**src/rtl/mst_pkg.sv**
```systemverilog
package mst_pkg;

  localparam int SLOTS_DEF      = 8;
  localparam int TICK_WIDTH_DEF = 32;

  localparam int CMD_W      = 3;
  localparam int ID_W       = 3;
  localparam int PERIOD_W   = 32;
  localparam int MASK_W     = 8;
  localparam int TICK_OUT_W = 32;

  localparam logic [CMD_W-1:0] CMD_TICK     = 3'd0;
  localparam logic [CMD_W-1:0] CMD_ALLOC    = 3'd1;
  localparam logic [CMD_W-1:0] CMD_ONESHOT  = 3'd2;
  localparam logic [CMD_W-1:0] CMD_PERIODIC = 3'd3;
  localparam logic [CMD_W-1:0] CMD_STOP     = 3'd4;

  typedef struct packed {
    logic [MASK_W-1:0]     fired_mask;
    logic [ID_W-1:0]       new_slot;
    logic                  allocate_ok;
    logic [TICK_OUT_W-1:0] tick_count;
  } result_t;

endpackage

```
**src/rtl/mst_slot_ram.sv**
```systemverilog
module mst_slot_ram #(
  parameter int DEPTH  = 8,
  parameter int ADDR_W = 3,
  parameter int DATA_W = 66
) (
  input  logic              clk,
  input  logic              rd_en,
  input  logic [ADDR_W-1:0] rd_addr,
  output logic [DATA_W-1:0] rd_data,
  input  logic              wr_en,
  input  logic [ADDR_W-1:0] wr_addr,
  input  logic [DATA_W-1:0] wr_data
);

  logic [DATA_W-1:0] mem [DEPTH];

  always_ff @(posedge clk) begin
    if (wr_en) begin
      mem[wr_addr] <= wr_data;
    end
  end

  always_ff @(posedge clk) begin
    if (rd_en) begin
      rd_data <= mem[rd_addr];
    end
  end

endmodule

```
**src/rtl/mst_ctrl.sv**
```systemverilog
module mst_ctrl #(
  parameter int SLOTS      = 8,
  parameter int TICK_WIDTH = 32,
  parameter int SLOT_W     = 3,
  parameter int DATA_W     = 66
) (
  input  logic                           clk,
  input  logic                           rst_n,
  input  logic                           cmd_valid,
  output logic                           cmd_ready,
  input  logic [mst_pkg::CMD_W-1:0]      cmd_command,
  input  logic [mst_pkg::ID_W-1:0]       cmd_slot_id,
  input  logic [mst_pkg::PERIOD_W-1:0]   cmd_period,
  output logic                           res_valid,
  input  logic                           res_ready,
  output mst_pkg::result_t               res,
  output logic                           rd_en,
  output logic [SLOT_W-1:0]              rd_addr,
  input  logic [DATA_W-1:0]              rd_data,
  output logic                           wr_en,
  output logic [SLOT_W-1:0]              wr_addr,
  output logic [DATA_W-1:0]              wr_data
);

  import mst_pkg::*;

  localparam int CNT_W   = $clog2(SLOTS + 1);
  localparam int TOUT_W  = (TICK_WIDTH < TICK_OUT_W) ? TICK_WIDTH : TICK_OUT_W;

  localparam logic [1:0] ST_IDLE = 2'd0;
  localparam logic [1:0] ST_WALK = 2'd1;
  localparam logic [1:0] ST_STOP = 2'd2;
  localparam logic [1:0] ST_DONE = 2'd3;

  logic [1:0]            state_r, state_nxt;
  logic [TICK_WIDTH-1:0] free_ticks_r, free_ticks_nxt;
  logic [CNT_W-1:0]      slots_used_r, slots_used_nxt;
  logic [SLOT_W-1:0]     idx_r, idx_nxt;
  logic [MASK_W-1:0]     fired_r, fired_nxt;
  logic [ID_W-1:0]       new_slot_r, new_slot_nxt;
  logic                  ok_r, ok_nxt;

  logic                  ent_enabled;
  logic                  ent_periodic;
  logic [TICK_WIDTH-1:0] ent_period;
  logic [TICK_WIDTH-1:0] ent_count;
  logic [TICK_WIDTH-1:0] cnt_inc;
  logic                  fire;
  logic                  id_ok;

  assign ent_enabled  = rd_data[DATA_W-1];
  assign ent_periodic = rd_data[DATA_W-2];
  assign ent_period   = rd_data[2*TICK_WIDTH-1:TICK_WIDTH];
  assign ent_count    = rd_data[TICK_WIDTH-1:0];
  assign cnt_inc      = ent_count + TICK_WIDTH'(1);
  assign fire         = ent_enabled && (cnt_inc >= ent_period);
  assign id_ok        = 32'(cmd_slot_id) < 32'(slots_used_r);

  always_comb begin
    state_nxt      = state_r;
    free_ticks_nxt = free_ticks_r;
    slots_used_nxt = slots_used_r;
    idx_nxt        = idx_r;
    fired_nxt      = fired_r;
    new_slot_nxt   = new_slot_r;
    ok_nxt         = ok_r;
    rd_en          = 1'b0;
    rd_addr        = idx_r;
    wr_en          = 1'b0;
    wr_addr        = idx_r;
    wr_data        = rd_data;
    cmd_ready      = (state_r == ST_IDLE);
    res_valid      = (state_r == ST_DONE);
    case (state_r)
      ST_IDLE: begin
        if (cmd_valid) begin
          fired_nxt    = '0;
          new_slot_nxt = '0;
          ok_nxt       = 1'b0;
          state_nxt    = ST_DONE;
          case (cmd_command)
            CMD_TICK: begin
              free_ticks_nxt = free_ticks_r + TICK_WIDTH'(1);
              if (slots_used_r != '0) begin
                rd_en     = 1'b1;
                rd_addr   = '0;
                idx_nxt   = '0;
                state_nxt = ST_WALK;
              end
            end
            CMD_ALLOC: begin
              if (32'(slots_used_r) < SLOTS) begin
                wr_en          = 1'b1;
                wr_addr        = slots_used_r[SLOT_W-1:0];
                wr_data        = '0;
                new_slot_nxt   = ID_W'(slots_used_r);
                ok_nxt         = 1'b1;
                slots_used_nxt = slots_used_r + CNT_W'(1);
              end
            end
            CMD_ONESHOT, CMD_PERIODIC: begin
              if (id_ok) begin
                wr_en   = 1'b1;
                wr_addr = cmd_slot_id[SLOT_W-1:0];
                wr_data = {1'b1, (cmd_command == CMD_PERIODIC),
                           TICK_WIDTH'(cmd_period), {TICK_WIDTH{1'b0}}};
              end
            end
            CMD_STOP: begin
              if (id_ok) begin
                rd_en     = 1'b1;
                rd_addr   = cmd_slot_id[SLOT_W-1:0];
                idx_nxt   = cmd_slot_id[SLOT_W-1:0];
                state_nxt = ST_STOP;
              end
            end
            default: begin
            end
          endcase
        end
      end
      ST_WALK: begin
        wr_en   = 1'b1;
        wr_data = {fire ? ent_periodic : ent_enabled, ent_periodic, ent_period,
                   fire ? {TICK_WIDTH{1'b0}} : cnt_inc};
        if (fire) begin
          fired_nxt = fired_r | (MASK_W'(1) << idx_r);
        end
        if (32'(idx_r) + 32'd1 < 32'(slots_used_r)) begin
          rd_en   = 1'b1;
          rd_addr = idx_r + SLOT_W'(1);
          idx_nxt = idx_r + SLOT_W'(1);
        end else begin
          state_nxt = ST_DONE;
        end
      end
      ST_STOP: begin
        wr_en     = 1'b1;
        wr_data   = {1'b0, rd_data[DATA_W-2:0]};
        state_nxt = ST_DONE;
      end
      ST_DONE: begin
        if (res_ready) begin
          state_nxt = ST_IDLE;
        end
      end
      default: begin
        state_nxt = ST_IDLE;
      end
    endcase
  end

  always_ff @(posedge clk) begin
    if (!rst_n) begin
      state_r      <= ST_IDLE;
      free_ticks_r <= '0;
      slots_used_r <= '0;
    end else begin
      state_r      <= state_nxt;
      free_ticks_r <= free_ticks_nxt;
      slots_used_r <= slots_used_nxt;
    end
  end

  always_ff @(posedge clk) begin
    idx_r      <= idx_nxt;
    fired_r    <= fired_nxt;
    new_slot_r <= new_slot_nxt;
    ok_r       <= ok_nxt;
  end

  assign res.fired_mask  = fired_r;
  assign res.new_slot    = new_slot_r;
  assign res.allocate_ok = ok_r;
  assign res.tick_count  = TICK_OUT_W'(free_ticks_r[TOUT_W-1:0]);

endmodule

```
**src/rtl/multi_slot_soft_timer.sv**
```systemverilog
// multi_slot_soft_timer: bank of SLOTS software timers driven by commands
// (tick, allocate, start one-shot, start periodic, stop).
// input channel in_valid/in_ready carries in_command, in_slot_id, in_period;
// the result channel out_valid/out_ready gives one transaction per command:
// out_fired_mask, out_new_slot, out_allocate_ok, out_tick_count.
// slot state (enable, mode, period, counter) lives in a single-port-read,
// single-port-write ram with a registered read port.
// allocate, start and unknown commands do their work in the idle state, stop
// reads the slot and then writes it back, and a tick walks the allocated
// slots one per cycle through the ram read port.
// a result waits in the controller's done state after the work, then moves
// into the output register. the next command is taken once the previous
// result is in the output register, so a waiting result does not block it.
// if out_ready stays low, one result waits in the output register and one
// more in the controller; after that in_ready drops.
// synchronous reset clears tick count, allocation count and all handshake
// state; slot entries are written when a slot is allocated, so no clearing
// pass is needed.
module multi_slot_soft_timer #(
  parameter int SLOTS      = mst_pkg::SLOTS_DEF,
  parameter int TICK_WIDTH = mst_pkg::TICK_WIDTH_DEF
) (
  input  logic                               clk,
  input  logic                               rst_n,
  input  logic                               in_valid,
  output logic                               in_ready,
  input  logic [mst_pkg::CMD_W-1:0]          in_command,
  input  logic [mst_pkg::ID_W-1:0]           in_slot_id,
  input  logic [mst_pkg::PERIOD_W-1:0]       in_period,
  output logic                               out_valid,
  input  logic                               out_ready,
  output logic [mst_pkg::MASK_W-1:0]         out_fired_mask,
  output logic [mst_pkg::ID_W-1:0]           out_new_slot,
  output logic                               out_allocate_ok,
  output logic [mst_pkg::TICK_OUT_W-1:0]     out_tick_count
);

  import mst_pkg::*;

  localparam int SLOT_W = (SLOTS > 1) ? $clog2(SLOTS) : 1;
  localparam int DATA_W = 2 * TICK_WIDTH + 2;

  logic              res_valid;
  logic              res_ready;
  result_t           res;
  logic              rd_en;
  logic [SLOT_W-1:0] rd_addr;
  logic [DATA_W-1:0] rd_data;
  logic              wr_en;
  logic [SLOT_W-1:0] wr_addr;
  logic [DATA_W-1:0] wr_data;

  logic              out_valid_r;
  result_t           out_res_r;

  mst_ctrl #(
    .SLOTS      (SLOTS),
    .TICK_WIDTH (TICK_WIDTH),
    .SLOT_W     (SLOT_W),
    .DATA_W     (DATA_W)
  ) u_ctrl (
    .clk         (clk),
    .rst_n       (rst_n),
    .cmd_valid   (in_valid),
    .cmd_ready   (in_ready),
    .cmd_command (in_command),
    .cmd_slot_id (in_slot_id),
    .cmd_period  (in_period),
    .res_valid   (res_valid),
    .res_ready   (res_ready),
    .res         (res),
    .rd_en       (rd_en),
    .rd_addr     (rd_addr),
    .rd_data     (rd_data),
    .wr_en       (wr_en),
    .wr_addr     (wr_addr),
    .wr_data     (wr_data)
  );

  mst_slot_ram #(
    .DEPTH  (SLOTS),
    .ADDR_W (SLOT_W),
    .DATA_W (DATA_W)
  ) u_slot_ram (
    .clk     (clk),
    .rd_en   (rd_en),
    .rd_addr (rd_addr),
    .rd_data (rd_data),
    .wr_en   (wr_en),
    .wr_addr (wr_addr),
    .wr_data (wr_data)
  );

  // output register, refilled when empty or drained in the same cycle
  assign res_ready = !out_valid_r || out_ready;

  always_ff @(posedge clk) begin
    if (!rst_n) begin
      out_valid_r <= 1'b0;
    end else if (res_ready) begin
      out_valid_r <= res_valid;
    end
  end

  always_ff @(posedge clk) begin
    if (res_ready && res_valid) begin
      out_res_r <= res;
    end
  end

  assign out_valid       = out_valid_r;
  assign out_fired_mask  = out_res_r.fired_mask;
  assign out_new_slot    = out_res_r.new_slot;
  assign out_allocate_ok = out_res_r.allocate_ok;
  assign out_tick_count  = out_res_r.tick_count;

endmodule
```
**config.mk**
```make
export PLATFORM = sky130hd
export DESIGN_NAME = multi_slot_soft_timer
export DESIGN_NICKNAME = d
export VERILOG_FILES = /design/src/rtl/mst_pkg.sv /design/src/rtl/mst_slot_ram.sv /design/src/rtl/mst_ctrl.sv /design/src/rtl/multi_slot_soft_timer.sv
export SDC_FILE = /design/constraint.sdc
export NUM_CORES = 1
export LEC_CHECK = 0
export BUFFER_PORTS_ARGS = -buffer_cell sky130_fd_sc_hd__buf_2
export CAP_MARGIN = 20
export CORE_UTILIZATION = 45
export DETAILED_ROUTE_END_ITERATION = 8
export SLEW_MARGIN = 20
export SYNTH_ARGS = -nofsm -noshare
export SYNTH_HDL_FRONTEND = slang
export SYNTH_SLANG_ARGS = --single-unit
```
**constraint.sdc**
```tcl
create_clock -name clk -period 11.8 [get_ports clk]
set_input_delay 2.36 -clock clk [delete_from_list [all_inputs] [get_ports clk]]
set_output_delay 2.36 -clock clk [all_outputs]
set_load 0.03 [all_outputs]
```
### Word-level counts from Yosys, hierarchy flattened

Memories as Yosys holds them, arrays and structs flattened. A register that Yosys moved wholly into a read port is not among the register bits.
Index checks and enable logic that the tools add are counted.

* equality and inequality tests: 11
* muxes and demuxes: 39
* shift operators: 1
* reduce and logical (&&, ||, !) cells: 16
* add/sub/neg operators: 5
* bitwise gates (word level): 1
* $lt $le $gt $ge: 4

Operators with widths (count)
* two-way mux 66 bit: 3
* one-hot mux 66 bit (3 select lines): 1
* one-hot mux 66 bit (2 select lines): 1
* adder 32 x 1 -> 32 bit (second input constant): 2
* greater-or-equal comparator 32 bit: 1
* < comparator 32 x 4 -> 1 bit: 1
* two-way mux 32 bit: 1
* two-way mux 3 bit: 7
* one-hot mux 3 bit (2 select lines): 3
* two-way mux 8 bit: 2
* one-hot mux 8 bit (2 select lines): 1
* two-way mux 1 bit: 10
* AND reduction 3 bit: 3
* two-way mux 2 bit: 4
* OR 8 bit: 1
* one-hot mux 1 bit (2 select lines): 4
* one-hot mux 2 bit (4 select lines): 1
* left shift 1 x 3 -> 8 bit (first input constant): 1
* == test 3 x 2 -> 1 bit (second input constant): 2
* adder 3 x 1 -> 4 bit (second input constant): 1
* adder 4 x 1 -> 4 bit (second input constant): 1
* == test 2 bit (second input constant): 2
* < comparator 3 x 4 -> 1 bit: 1
* < comparator 4 bit (second input constant): 1
* 17 further kinds: 22

* memory bits (writable): 528
* memories: 1
* input bits: 42
* bits in registers: 98
* word-level logic and storage cells: 90

Memory list
* u_slot_ram.mem: depth 8, bits a word 66, rd ports 1, clocked after Yosys merged registers in 1, write ports 1, RTL line mst_slot_ram.sv:15 `logic [DATA_W-1:0] mem [DEPTH];`

### Longest topological paths before layout

* depth in word-level cells: 7
* gate-level depth with buffers: 16

### By module

Synthesis repeated with hierarchy kept, for this count alone.

* cells, all modules: 1519
* area, all modules: 28344.7 µm²

Modules (own cells, without submodules)
* mst_slot_ram: area an instance 21834.7 µm², times used 1, seq. area each 17837.1 µm², cells each 842
* mst_ctrl: area an instance 5131.2 µm², times used 1, seq. area each 1181.1 µm², cells each 628
* multi_slot_soft_timer: area an instance 1378.8 µm², times used 1, seq. area each 1341.3 µm², cells each 49

### Worst setup path before layout

OpenSTA, ideal clock, no wires.

* kind: input port to flip-flop
* start: in in_slot_id[1] (netlist bit)
* end: mem u_slot_ram.mem[1][0], enable pin
* setup time: 585 ps
* path buffers: 0
* setup slack: 2324 ps
* cell stages on the path: 7
* arrival: 8892 ps
* path through: ha_1 -> a211oi_2 -> nor2_1 -> or2_2 -> a211oi_1 -> a21boi_0 -> nor3b_1

* cells in the longest elaborated chain, start to end: 7
* elaborated cells between the ends (all ways): 11

Ends and longest elaborated chain
* start, declared: RTL line multi_slot_soft_timer.sv:28 `input logic [mst_pkg::ID_W-1:0] in_slot_id,`
* < comparator 3 x 4 -> 1 bit: RTL line mst_ctrl.sv:57 `assign id_ok = 32'(cmd_slot_id) < 32'(slots_used_r);`
* two-way mux 1 bit: RTL line mst_ctrl.sv:102 `if (id_ok) begin`
* one-hot mux 1 bit (2 select lines): RTL line mst_ctrl.sv:81 `case (cmd_command)`
* two-way mux 1 bit: RTL line mst_ctrl.sv:76 `if (cmd_valid) begin`
* one-hot mux 1 bit (2 select lines): RTL line mst_ctrl.sv:74 `case (state_r)`
* two-way mux 1 bit: RTL line mst_slot_ram.sv:18 `if (wr_en) begin`
* two-way mux 1 bit (implied by the code): RTL line mst_slot_ram.sv:19 `mem[wr_addr] <= wr_data;`
* end, declared: RTL line mst_slot_ram.sv:15

Parallel ways exist; a longest one is shown, timed or not.

### Worst setup path in the final report

* start: in in_slot_id[1] (netlist bit)
* end: reg u_slot_ram.rd_data[34] (read register of u_slot_ram.mem) (data pin)

* cells in the longest elaborated chain, start to end: 5
* elaborated cells between the ends (all ways): 9

Ends and longest elaborated chain
* < comparator 3 x 4 -> 1 bit: RTL line mst_ctrl.sv:57
* two-way mux 3 bit or two-way mux 1 bit (tied branches)
* one-hot mux 3 bit (2 select lines) or one-hot mux 1 bit (2 select lines) (tied branches): RTL line mst_ctrl.sv:81
* two-way mux 3 bit or two-way mux 1 bit (tied branches)
* one-hot mux 3 bit (2 select lines) or one-hot mux 1 bit (2 select lines) (tied branches)
* end, declared: RTL line mst_slot_ram.sv:9 `output logic [DATA_W-1:0] rd_data,`

Parallel ways exist; a longest one is shown, timed or not.
A chain may end at the register's enable or synchronous reset.

==> results by group <==
Worst setup path
  – Critical path arrival: 6.20 ns
  – Path depth of the worst reg2reg path: 13
  – Reg-to-reg slack, setup: 6.06 ns
  – Setup Crit Path Kind: in -> reg
  – Nature of the critical path startpoint: input port
  – Beginning of the worst register-to-register path: u_slot_ram.rd_data[2]
  – Terminus of the critical flop-to-flop path: u_ctrl.fired_r[5]
  – Critical path peak fanout: 200
  – Kind of end point of the critical path: register
  – Startpoint of the worst setup timing path: in_slot_id[1]
  – Data required time of the worst path: 12.13 ns
  – Worst setup endpoint: u_slot_ram.rd_data[34]

Final layout
  – Multi-input combinational cell area: 0.00788 mm2
  – Share of layout cells above drive strength 1: 0.185
  – Fillcell total: 5197
  – Final net count: 2047
  – FF+latch area: 0.0204 mm2
  – Layout area overhead: 13.1%
  – Design area: 0.0326 mm2
  – Antenna fix cells: 0

Flow run
  – Number of max-capacitance violations reported: 0

Detailed routing
  – TritonRoute pass-1 iters: 5
  – Routed Wire Length: 64.2 mm
  – Remaining DRCs: 0
  – Number of vias after detailed routing: 16000
  – Avg Vias per Cell: 5.59
  – Post-route antenna net violation count: 0
  – Average wire length per cell after detail routing: 22.5 um
  – Number of design-rule violations left by the first detailed-router iteration: 1179

Logic synthesis
  – Mean area per synthesized cell: 15.6 um2
  – Async set-or-reset flop fraction in the synthesized netlist: 0
  – Top area cells in the synthesized netlist: sky130_fd_sc_hd__edfxtp_1, sky130_fd_sc_hd__mux2_2, sky130_fd_sc_hd__a211oi_1, sky130_fd_sc_hd__dfxtp_1, sky130_fd_sc_hd__mux2i_1
  – Synthesis-stage register bit count: 692
  – Part of the Yosys area used for sequential elements: 0.706
  – Proportion of netlist area held by the largest area contributor: 0.677
  – Netlist cell types: 66
  – Library cell occupying the most area in the post-synthesis netlist: sky130_fd_sc_hd__edfxtp_1
  – Number of nets produced by synthesis: 1946
  – Leading register cell type out of synthesis: sky130_fd_sc_hd__edfxtp_1
  – Netlist area before placement: 0.0288 mm2
  – Synth warn: 0
  – Count of mapped cells out of synthesis: 1853
  – Number of enable-type register cells in the synthesized netlist: 650

Clocking
  – Post-CTS Resized: 0
  – Clock transition at the registers of the reported paths: 0.06 ns
  – Number of setup buffers added after CTS: 0
  – Count of H-tree levels built during CTS: 3
  – Number of buffers between clock root and the deepest sink: 3
  – Root buffer cell: sky130_fd_sc_hd__clkbuf_16
  – Num Clock Sinks: 692
  – Number of buffers created by CTS: 75
  – Number of hold buffers added after cts: 0
  – CTS tree: yes
  – Clock latency reported for the late side of the worst-skew pair: 0.63 ns

Global route
  – Wire length of the first global-routing pass: 96.9 mm
  – Total Routing Usage GR: 0.200
  – Pin count of the biggest net entering global routing: 201
  – Initial antenna violation count: 0
  – Grt ovf: 0
  – Number of global-route vias before repair: 16000

Timing
  – Hold violation total from the final report: 0
  – Endpoints failing setup: 0
  – Share of the clock period used by the worst path after layout: 0.497
  – Pins Over Slew Limit: 0
  – Clock period minus worst slack: 5.87 ns
  – Smallest hold slack: 0.422 ns
  – Clk_skew: 0.0442 ns
  – Setup total negative slack: 0 ns
  – Slew HR: 0.149
  – Worst-margin pin slew: 1.28 ns
  – Peak Freq: 170 MHz
  – Setup repair after global routing missed its margin: false

Pwr
  – Comb pwr share: 0.334
  – Switching power total: 3.10 mW
  – Leakage power total: 11.2 nW
  – Net switching fraction of the power: 0.338
  – Worst vdd ir: 0.306 mV
  – Internal Power: 6.09 mW
  – Reg power frac: 0.412
  – Clock network fraction of design power: 0.253
  – Power density relative to cell area: 282 mW/mm2

Placed design
  – Placed standard-cell area: 0.0302 mm2
  – HPWL reported at the end of detailed placement: 34.2 mm
  – GP Congestion: 0.861
  – Number of port buffers: 87

Die
  – Height of the die: 255 um
  – Core footprint: 0.0632 mm2
  – Die outline width: 255 um
  – Total die area: 0.0651 mm2
  – Initial core utilization: 0.456
  – Placement Rows: 92
  – Io pins: 88

Worst hold path
  – Class of the tightest hold or removal check: reg -> reg

Outcome
  – Outcome: completed
logic make-up after synthesis:
group	count (synthesis)	share of synthesized area
flops	692	0.706
buf+inv	147	0.0239
fa+ha+maj	51	0.0221
mux	202	0.0758
simple gates	370	0.0698
xor+xnor	58	0.0176
compound gates	333	0.0849
routing by layer:
metal	up-vias	track usage	wire (um)
met5	-	0	0
met4	0	0.0542	1340
met3	89	0.0339	2960
met2	404	0.335	31500
met1	8083	0.268	28400
li1	7396	-	-
worst max-delay path, cell delays in order:
cell,delay (ns)
sky130_fd_sc_hd__buf_2,0.13
sky130_fd_sc_hd__ha_1,0.34
sky130_fd_sc_hd__a211oi_2,0.45
sky130_fd_sc_hd__nor4_1,0.16
sky130_fd_sc_hd__a2111oi_4,0.39
sky130_fd_sc_hd__buf_12,0.63
sky130_fd_sc_hd__buf_4,0.71
sky130_fd_sc_hd__mux2_2,0.42
sky130_fd_sc_hd__o22ai_1,0.15
sky130_fd_sc_hd__a211oi_1,0.06
worst min path at each step:
stage	startpoint	to	depth (start not counted)
floorplan	u_ctrl.ok_r	out_allocate_ok	0
global placement	u_ctrl.new_slot_r[0]	out_new_slot[0]	0
detailed placement	u_ctrl.new_slot_r[0]	out_new_slot[0]	0
CTS	u_ctrl.new_slot_r[0]	out_new_slot[0]	0
global route	u_ctrl.ok_r	out_allocate_ok	0
finish	u_ctrl.new_slot_r[0]	out_new_slot[0]	0
flip-flops by register name, summed over array words and instances, names as in the netlist:
signal and flops:
u_slot_ram.mem 528, out_new_slot 3, u_ctrl.new_slot_r 3, u_ctrl.state_r 2, out_tick_count 32, u_ctrl.slots_used_r 4
u_ctrl.idx_r 3, u_ctrl.fired_r 8, u_ctrl.ok_r 1, out_fired_mask 8, out_valid 1, u_ctrl.free_ticks_r 32
out_allocate_ok 1, u_slot_ram.rd_data 66
synthesized netlist by cell type (14+ instances only):
cell type,count
sky130_fd_sc_hd__edfxtp_1,650
sky130_fd_sc_hd__a211oi_1,133
sky130_fd_sc_hd__mux2_2,132
sky130_fd_sc_hd__nand2_1,86
sky130_fd_sc_hd__nor2b_1,74
sky130_fd_sc_hd__mux2i_1,70
sky130_fd_sc_hd__o22ai_1,67
sky130_fd_sc_hd__inv_1,57
sky130_fd_sc_hd__clkbuf_1,51
sky130_fd_sc_hd__ha_1,51
sky130_fd_sc_hd__xnor2_1,45
sky130_fd_sc_hd__dfxtp_1,42
sky130_fd_sc_hd__and2_1,38
sky130_fd_sc_hd__a22o_1,34
sky130_fd_sc_hd__nor2_1,32
sky130_fd_sc_hd__nand3_1,31
sky130_fd_sc_hd__nand2b_1,26
sky130_fd_sc_hd__a21oi_1,23
sky130_fd_sc_hd__o21ai_0,23
sky130_fd_sc_hd__nand4_1,14
cell type report:
class,count,area share
Clock buffer,100,0.0610
Clock inverter,32,0.0141
Inverter,57,0.00656
Multi-Input combinational cell,1014,0.241
Sequential cell,692,0.624
Tap cell,846,0.0324
Timing Repair Buffer,114,0.0206
power groups by stage:
stage / clock network (mW) / logic (mW) / registers (mW)
after floorplan: 0 / 2.25 / 3.84
after global placement: 0 / 3.01 / 3.83
after detailed placement: 0 / 3.08 / 3.84
after CTS: 2.38 / 3.09 / 3.79
after global routing: 2.46 / 3.35 / 3.83
final: 2.33 / 3.07 / 3.79
stage by stage:
stage	power (mW)	setup WS, ns	utilization	std cells
6_report	9.19	5.93	0.516	2855
5_1_grt	9.64	5.66	0.516	2855
4_1_cts	9.26	5.98	0.516	2855
3_5_place_dp	6.92	5.36	0.478	2723
3_3_place_gp	6.84	5.45	0.477	2722
2_1_floorplan	6.08	2.32	-	1853
placed cells by master (no fill, tap or decap), drive strengths merged, types with 13 or more instances in the layout:
cell type  synthesis  routed
nand2             88      88
mux2i             70      70
nor2              32      32
xor2              13      13
xnor2             45      45
a22o              34      34
mux2             132     132
a21oi             23      23
clkbuf            55     100
and2              43      43
clkinv             0      18
nand2b            26      26
buf               35     114
o21ai             23      23
nand3             31      31
edfxtp           650     650
nor2b             74      74
ha                51      51
nand4             14      14
a211oi           134     134
dfxtp             42      42
o22ai             67      67
inv               57      63
No activity file was read; power rests on OpenSTA's default activity.
